--- config.mk ---
export PLATFORM = sky130hd
export DESIGN_NAME = bfds_div
export DESIGN_NICKNAME = d
export VERILOG_FILES = /design/src/rtl/core/bfds_pkg.sv /design/src/rtl/core/bfds_div.sv
export SDC_FILE = /design/constraint.sdc
export NUM_CORES = 1
export LEC_CHECK = 0
export BUFFER_PORTS_ARGS = -buffer_cell sky130_fd_sc_hd__buf_2
export CORE_ASPECT_RATIO = 0.75
export CORE_MARGIN = 1.5
export CORE_UTILIZATION = 50
export CTS_CLUSTER_DIAMETER = 30
export DETAILED_ROUTE_END_ITERATION = 10
export PLACE_DENSITY = 0.82
export SETUP_SLACK_MARGIN = 0.15
export SLEW_MARGIN = 10
export SYNTH_ARGS = -nofsm -noshare
export SYNTH_HDL_FRONTEND = slang
export SYNTH_SLANG_ARGS = --single-unit
export TNS_END_PERCENT = 1
--- constraint.sdc ---
create_clock -name aclk -period 4.6 [get_ports aclk]
set_clock_uncertainty 0.05 [all_clocks]
set_input_delay 0.92 -clock aclk [delete_from_list [all_inputs] [get_ports aclk]]
set_output_delay 0.92 -clock aclk [all_outputs]
set_load 0.02 [all_outputs]
--- src/rtl/core/bfds_pkg.sv ---
`timescale 1ns / 1ps
package bfds_pkg;
    localparam int MAX_DST_WIDTH = 256;
    localparam int MAX_SRC_SIZE  = 4096;
    localparam int SUM_W = 32;
    localparam int SCL_W = 13;
    localparam int AREA_W = 26;

    typedef enum logic [2:0] {
        CFG_SRC_W  = 3'd0,
        CFG_SRC_H  = 3'd1,
        CFG_DST_W  = 3'd2,
        CFG_DST_H  = 3'd3,
        CFG_ALPHA  = 3'd4
    } cfg_idx_t;

    // one pixel handed to the output divider
    typedef struct packed {
        logic [3:0][SUM_W-1:0] sums;
        logic                  alpha;
        logic                  last;
    } div_req_t;
endpackage

--- src/rtl/core/bfds_div.sv ---
`timescale 1ns / 1ps
// restoring divider, one quotient bit per cycle, four channels in parallel
module bfds_div (
    input  logic                        aclk,
    input  logic                        aresetn,
    input  logic                        start,
    input  bfds_pkg::div_req_t          req,
    input  logic [bfds_pkg::AREA_W-1:0] divisor,
    output logic                        busy,
    output logic                        done,
    output logic [3:0][7:0]             quot,
    output logic                        last
);
    localparam int W = bfds_pkg::SUM_W;
    localparam int CW = $clog2(W + 1);

    logic [3:0][W-1:0] rem_reg;
    logic [3:0][W-1:0] q_reg;
    logic [W+bfds_pkg::AREA_W-1:0] dv_reg;
    logic [CW-1:0] cnt_reg;
    logic busy_reg, done_reg, alpha_reg, last_reg;
    logic [3:0][W-1:0] rem_next, q_next;

    // one shift-subtract step per channel
    always_comb begin
        for (int c = 0; c < 4; c++) begin
            rem_next[c] = rem_reg[c];
            q_next[c] = {q_reg[c][W-2:0], 1'b0};
            if ({{bfds_pkg::AREA_W{1'b0}}, rem_reg[c]} >= dv_reg) begin
                rem_next[c] = rem_reg[c] - dv_reg[W-1:0];
                q_next[c][0] = 1'b1;
            end
        end
    end

    always_ff @(posedge aclk) begin
        done_reg <= 1'b0;
        if (!aresetn) begin
            busy_reg <= 1'b0;
            cnt_reg <= '0;
        end else if (start) begin
            busy_reg <= 1'b1;
            cnt_reg <= CW'(W);
            rem_reg <= req.sums;
            q_reg <= '0;
            dv_reg <= {divisor, {(W-1){1'b0}}, 1'b0} >> 1;
            alpha_reg <= req.alpha;
            last_reg <= req.last;
        end else if (busy_reg) begin
            rem_reg <= rem_next;
            q_reg <= q_next;
            dv_reg <= dv_reg >> 1;
            cnt_reg <= cnt_reg - 1'b1;
            if (cnt_reg == CW'(1)) begin
                busy_reg <= 1'b0;
                done_reg <= 1'b1;
            end
        end
    end

    assign busy = busy_reg;
    assign done = done_reg;
    assign last = last_reg;
    always_comb begin
        for (int c = 0; c < 4; c++) quot[c] = q_reg[c][7:0];
        if (!alpha_reg) quot[3] = '0;
    end
endmodule

==> results of run 1 <==
-- worst max-delay path, delay by kind of cell (launching register included) --
kind,cells,cell delay (ns)
AO/OA/AOI/OAI,7,1.69
adder cells (fa/ha/maj),1,0.33
buffers and inverters,2,0.60
flip-flops,1,0.50
AND/OR/NAND/NOR,1,0.15
-- cell type report --
type | instances | share of cell area [%]
multi-input combinational | 1330 | 46.1
tap | 442 | 2.87
sequential | 227 | 34.9
clock inverter | 38 | 2.34
clock buffer | 56 | 6.93
timing repair buffer | 204 | 5.56
inverter | 67 | 1.30
-- through the flow --
| stage | total power (W) | worst slack (ns) | hold slack, ns | cells | setup TNS, ns |
|---|---|---|---|---|---|
| after global routing | 0.00842 | 0.582 | 0.442 | 2364 | 0 |
| after floorplan | 0.00384 | -0.255 | 0.418 | 1718 | -25.42 |
| after global placement | 0.00427 | 0.998 | 0.428 | 2270 | 0 |
| after CTS | 0.00810 | 0.895 | 0.440 | 2364 | 0 |
| after detailed placement | 0.00431 | 0.915 | 0.441 | 2270 | 0 |
| final | 0.00810 | 0.886 | 0.448 | 2364 | 0 |
-- metal layers --
layer / share of wire, % / vias to the layer above
met3: 9.6 / 100
li1: - / 6670
met4: 2.5 / 0
met5: 0 / -
met2: 43 / 722
met1: 45 / 6755
-- logic make-up after synthesis --
logic type | count (synthesis) | synth area share (%)
and+or+nand+nor | 539 | 15.3
AOI/OAI and AO/OA | 526 | 21.1
DFF | 227 | 41.4
buffers and inverters | 161 | 4.28
adders and majority gates | 134 | 10.5
xor gates and xnor gates | 103 | 5.54
muxes | 28 | 1.95
-- worst min-delay path by stage --
stage                from          to  slack, ns  cells past startpoint
2_1_floorplan  cnt_reg[0]  cnt_reg[0]       0.42                      2
6_report       cnt_reg[0]  cnt_reg[0]       0.45                      2
4_1_cts            req[1]   alpha_reg       0.44                      1
3_3_place_gp   cnt_reg[0]  cnt_reg[0]       0.43                      2
5_1_grt            req[0]        last       0.44                      1
3_5_place_dp   cnt_reg[0]  cnt_reg[0]       0.44                      2
-- layout by cell type (no fill, tap or decap), drive strengths merged, types with 7 or more instances in the layout --
master    netlist  routed
and2           17      17
a31oi          16      16
o211ai         10      10
nand2         212     212
ha            130     130
nor3b           7       7
a21o           73      73
clkbuf         60      56
xnor2          48      48
inv            66      72
o21ai         163     163
bufinv          0       7
buf            34     204
a21boi          8       8
o31ai          19      19
o21a           19      19
clkinvlp        0       8
xor2           55      55
nand2b         14      14
clkinv          1      18
a211oi         24      24
dfxtp           8       8
nor2          123     123
o21bai         21      21
edfxtp        219     219
a21oi         116     116
and3           13      13
nor3           30      30
nor4            9       9
mux2           27      27
nand4          26      26
nand3          25      25
nor2b          42      42
-- power breakdown --
group	switching (W)	internal (W)	total [W]
clock network	0.00127	0.00250	0.00377
registers	0.0000629	0.00248	0.00254
logic	0.00110	0.000691	0.00179
total	0.00244	0.00567	0.00810
==> summary.txt, run 1 <==
Run status
  – Status: finished clean

Worst setup path
  – CP Max Fanout: 32
  – Worst setup SP type: register
  – Setup CP Type: register to register
  – CP Data Required Time: 4.76 ns
  – Worst setup path startpoint: dv_reg[1]
  – Slowest cell on the critical path: edfxtp_1
  – Reg-to-reg startpoint: dv_reg[1]
  – RR Endpoint: rem_reg[114]
  – CP peak stage delay: 0.50 ns
  – Reg-to-reg slack, setup: 0.89 ns
  – Crit-path cells: inv_1, ha_1, nor2b_1, o21bai_1, a2111oi_2, o31ai_1, a211oi_1, o21ai_1, o211ai_1, a41o_1, buf_4
  – Crit path capture type: register
  – WP data arrival: 3.87 ns
  – Setup crit end: rem_reg[114]
  – Reg2reg path depth: 11

Synth
  – Area contributors post-synth: edfxtp_1 40%, ha_1 10%, nand2_1 4.9%, o21ai_0 4.8%, a21oi_1 3.5%
  – #FFs+latches synth: 227
  – Syn avg cell area: 9.48 µm²
  – Seq/Total Area, Yosys: 41.4%
  – Syn nets: 2011
  – Ys async rst share: 0%
  – Commonest cells in the netlist: 219 x edfxtp_1, 212 x nand2_1, 155 x o21ai_0
  – Count of different cell masters after synthesis: 76
  – Post-synthesis cell area: 0.0163 mm²
  – Cell taking the most area after synthesis: edfxtp_1
  – Synth Flop Type: edfxtp_1
  – YS warnings: 0
  – Post-synth EDFFs: 219
  – Top-area cell type share of the netlist area: 40.4%
  – Count leader, synth: edfxtp_1
  – Mapped Cells: 1718

Placement
  – Post-placement cell area: 0.0175 mm²
  – RePlAce Congestion: 0.987
  – DP Wirelength: 35000 µm
  – Count of input and output buffers: 193

Detailed routing
  – DR pass1 iterations: 9
  – Routed WL: 48100 µm
  – Post-DR wirelength/cell: 20.3 µm
  – Drc violations: 0
  – Drt first-iter violations: 1651
  – Final ANT Viol Nets: 0
  – Via count: 14247
  – Via density: 6.03

Global routing
  – Met3 usage: 5.54%
  – Total gr overflow: 0
  – Gr busiest metal: met2
  – Met2 Resource Use GR: 42.3%
  – Largest net degree at the start of global routing: 203
  – Total GRT Usage: 28.4%
  – Initial antenna violation count: 0
  – First-pass GRT wire length: 74100 µm
  – M1 GR Usage: 41.8%
  – Vias in the first global route: 13475

Layout
  – Fin nets: 2175
  – Multi-input gate area: 0.00888 mm²
  – Number of fill cells: 2738
  – Util after Layout: 59.8%
  – Share of cells above drive strength 1: 18.0%
  – Largest register FFs: 128
  – P&R area growth vs syn: 18.4%
  – Finished layout cell area: 0.0193 mm²
  – Register area: 0.00674 mm²
  – ANT cells: 0

Power and ir drop
  – PD cells: 420 mW/mm²
  – P_leak: 8.06 nW
  – Max IR drop VDD: 0.000283 V

STA
  – Hold Violations, Final: 0
  – Final setup violation count: 0
  – Fmax: 269 MHz
  – Tcrit/Tclk final: 80.7%
  – Slew Viols, Final: 0
  – Slew headroom: 33.2%
  – Worst slew pin tran: 0.995 ns
  – RSZ-0062 raised after global routing: no
  – Fin crit period: 3.71 ns

Min path
  – HP Class: register to register

Clock network
  – H-tree lvl count: 2
  – Clock root cell: clkbuf_16
  – Total CTS buffers: 52
  – Clock Latency Late Sink: 0.59 ns
  – Maximum buffer depth of the clock tree: 3
  – CTS tree: done
  – Post-CTS Setup Bufs: 0
  – Reg clk slew, reported paths: 0.05 ns
  – CTS Hold Bufs: 0
  – Post_cts resized: 0
  – Sink Count: 227

Die
  – Chip width: 211 µm
  – Die footprint: 0.0337 mm²
  – I/O Pins: 194
  – Rows: 57
  – Starting Density: 50.5%
  – Core outline area: 0.0322 mm²
  – Die height: 159 µm

Job
  – Max-cap violation count: 0
Power figures use the tool's default switching activity.
==> run 2: changes to the inputs <==
clock period = 3.2 ns   (was 4.6 ns; I/O delays follow)
==> run 2 against run 1 <==
Effect of this change: the run now ends with setup timing left; sequential share of layout area decreased by 2.5 points; clock-buffer cell count decreased by 4; non-clock buffer count increased by 118; core utilization increased by 4.5 points; clock power increased by 39%; critical path type unchanged; critical endpoint is now rem_reg[23]; highest routed layer unchanged.
==> summary.txt, run 2 (synthesis results as in run 1) <==
Clock network
  – CTS tree: done (unchanged)
  – H-tree lvl count: 2 (unchanged)
  – Total CTS buffers: 48 (was 52)
  – Reg clk slew, reported paths: 0.05 ns (about the same)
  – Maximum buffer depth of the clock tree: 3 (unchanged)
  – Clock Latency Late Sink: 0.57 ns (was 0.59 ns)
  – Sink Count: 227 (unchanged)
  – Clock root cell: clkbuf_16 (unchanged)

Placement
  – Count of input and output buffers: 193 (unchanged)
  – RePlAce Congestion: 1.02 (was 0.987)
  – Setup WS pre-CTS: -0.0637 ns (was 0.915 ns)
  – DP Wirelength: 36200 µm (was 35000 µm)
  – Post-Place Cells: 2372 (was 2270)

Worst setup path
  – Crit path capture type: register (unchanged)
  – WP data arrival: 3.42 ns (was 3.87 ns)
  – Worst setup SP type: register (unchanged)
  – CP Data Required Time: 3.41 ns (was 4.76 ns)
  – CP Max Fanout: 8 (was 32)
  – Setup CP Type: register to register (unchanged)

STA
  – Slew headroom: 58.2% (was 33.2%)
  – Min Hold Slack: 0.219 ns (was 0.448 ns)
  – RSZ-0062 raised after global routing: yes (was no)
  – Final setup violation count: 8 (was 0)
  – Hold Violations, Final: 0 (unchanged)
  – Tcrit/Tclk final: 100% (was 80.7%)
  – Worst slew pin tran: 0.627 ns (was 0.995 ns)
  – Fin crit period: 3.21 ns (was 3.71 ns)
  – Sum Neg Setup Slack: -0.0745 ns (was 0 ns)
  – Setup slack after layout: -0.0105 ns (was 0.886 ns)
  – Slew Viols, Final: 0 (unchanged)
  – Fmax: 311 MHz (was 269 MHz)

Detailed routing
  – Drc violations: 0 (unchanged)
  – Via density: 5.97 (was 6.03)
  – Routed WL: 49900 µm (was 48100 µm)
  – Final ANT Viol Nets: 0 (unchanged)
  – Drt first-iter violations: 1723 (was 1651)
  – Post-DR wirelength/cell: 20.1 µm (was 20.3 µm)
  – DR pass1 iterations: 7 (was 9)
  – Via count: 14794 (was 14247)

Run status
  – Failing checks: setup timing
  – Status: finished with violations (was finished clean)

Die
  – I/O Pins: 194 (unchanged)
  – Die height: 159 µm (unchanged)
  – Core outline area: 0.0322 mm² (unchanged)
  – Rows: 57 (unchanged)
  – Starting Density: 50.5% (unchanged)
  – Die footprint: 0.0337 mm² (unchanged)
  – Chip width: 211 µm (unchanged)

Layout
  – Largest register FFs: 128 (unchanged)
  – Most common cell after layout, fill and taps aside: edfxtp_1 (unchanged)
  – ANT cells: 0 (unchanged)
  – P&R area growth vs syn: 27.3% (was 18.4%)
  – Most frequent cells in the layout: 219 x edfxtp_1, 212 x nand2_1, 192 x buf_2 (unchanged)
  – Share of cells above drive strength 1: 26.5% (was 18.0%)
  – Final cell count without fillers: 2478 (was 2364)
  – Util after Layout: 64.3% (was 59.8%)
  – Fin nets: 2289 (was 2175)

Global routing
  – Initial antenna violation count: 0 (unchanged)
  – Vias in the first global route: 14096 (was 13475)
  – First-pass GRT wire length: 76000 µm (was 74100 µm)
  – Total gr overflow: 0 (unchanged)
  – Largest net degree at the start of global routing: 109 (was 203)
  – Total GRT Usage: 28.8% (was 28.4%)

Power and ir drop
  – Max IR drop VDD: 0.000429 V (was 0.000283 V)
  – P_leak: 8.66 nW (was 8.06 nW)
  – PD cells: 570 mW/mm² (was 420 mW/mm²)

Job
  – Max-cap violation count: 0 (unchanged)

Min path
  – HP Class: input port to register (was register to register)
==> run 2: cell count changes in the layout (fill, tap and decap cells not counted), sizes merged <==
cell,delta
clkinv,-2
buf,+115
clkbuf,-1
inv,+2
==> run 2: path summary, 6_finish.rpt <==
kind                                 start           to  slack (ns)  cells after the start
worst max-delay path            rem_reg[2]  rem_reg[23]       -0.01                     11
worst min-delay path                req[1]    alpha_reg        0.22                      1
worst max register to register  rem_reg[2]  rem_reg[23]       -0.01                     11
worst min register to register  cnt_reg[1]   cnt_reg[1]        0.45                      2
==> run 2: stage by stage <==
| step | cell area [µm²] | power, W |
|---|---|---|
| 6_report | 20700 | 0.0118 |
| 3_3_place_gp | 18400 | 0.00631 |
| 3_5_place_dp | 18400 | 0.00638 |
| 4_1_cts | 20300 | 0.0117 |
| 5_1_grt | 20700 | 0.0123 |
| 2_1_floorplan | 16300 | 0.00553 |
==> run 2: critical path: stages (launching register included) <==
cell       delay [ns]
edfxtp_1         0.40
ha_4             0.31
nand3_4          0.08
o21bai_4         0.19
a2111oi_4        0.40
o211ai_2         0.15
a2111oi_4        0.44
o21ai_2          0.10
o21a_1           0.22
o31ai_4          0.24
buf_6            0.17
clkbuf_16        0.16
==> run 2: area by class of cell <==
cell class	instances	area, µm²
fill	2557	11500
multi-input combinational	1330	9330
sequential	227	6740
timing repair buffer	322	2160
clock buffer	52	1220
tap	442	553
clock inverter	38	484
inverter	67	259
==> run 2: power breakdown <==
| part | internal (W) | switching (W) |
|---|---|---|
| Clock | 0.00339 | 0.00184 |
| Sequential | 0.00356 | 0.0000985 |
| Combinational | 0.00124 | 0.00171 |
| Total | 0.00818 | 0.00365 |
==> run 2: layer usage <==
layer | up-vias | global-route usage, % | part of all wire (%)
met2 | 814 | 41.8 | 42
met5 | - | 0 | 0
li1 | 6905 | - | -
met3 | 140 | 5.82 | 11
met1 | 6935 | 42.5 | 43
met4 | 0 | 10.1 | 3.5
==> run 2: what timing repair did <==
item	4_1_cts	5_1_grt
gates resized for setup	39	71
buffers inserted	5	7
pin swaps	6	25
hold buffers	0	0
cloned	1	3
setup endpoints to repair	150	174
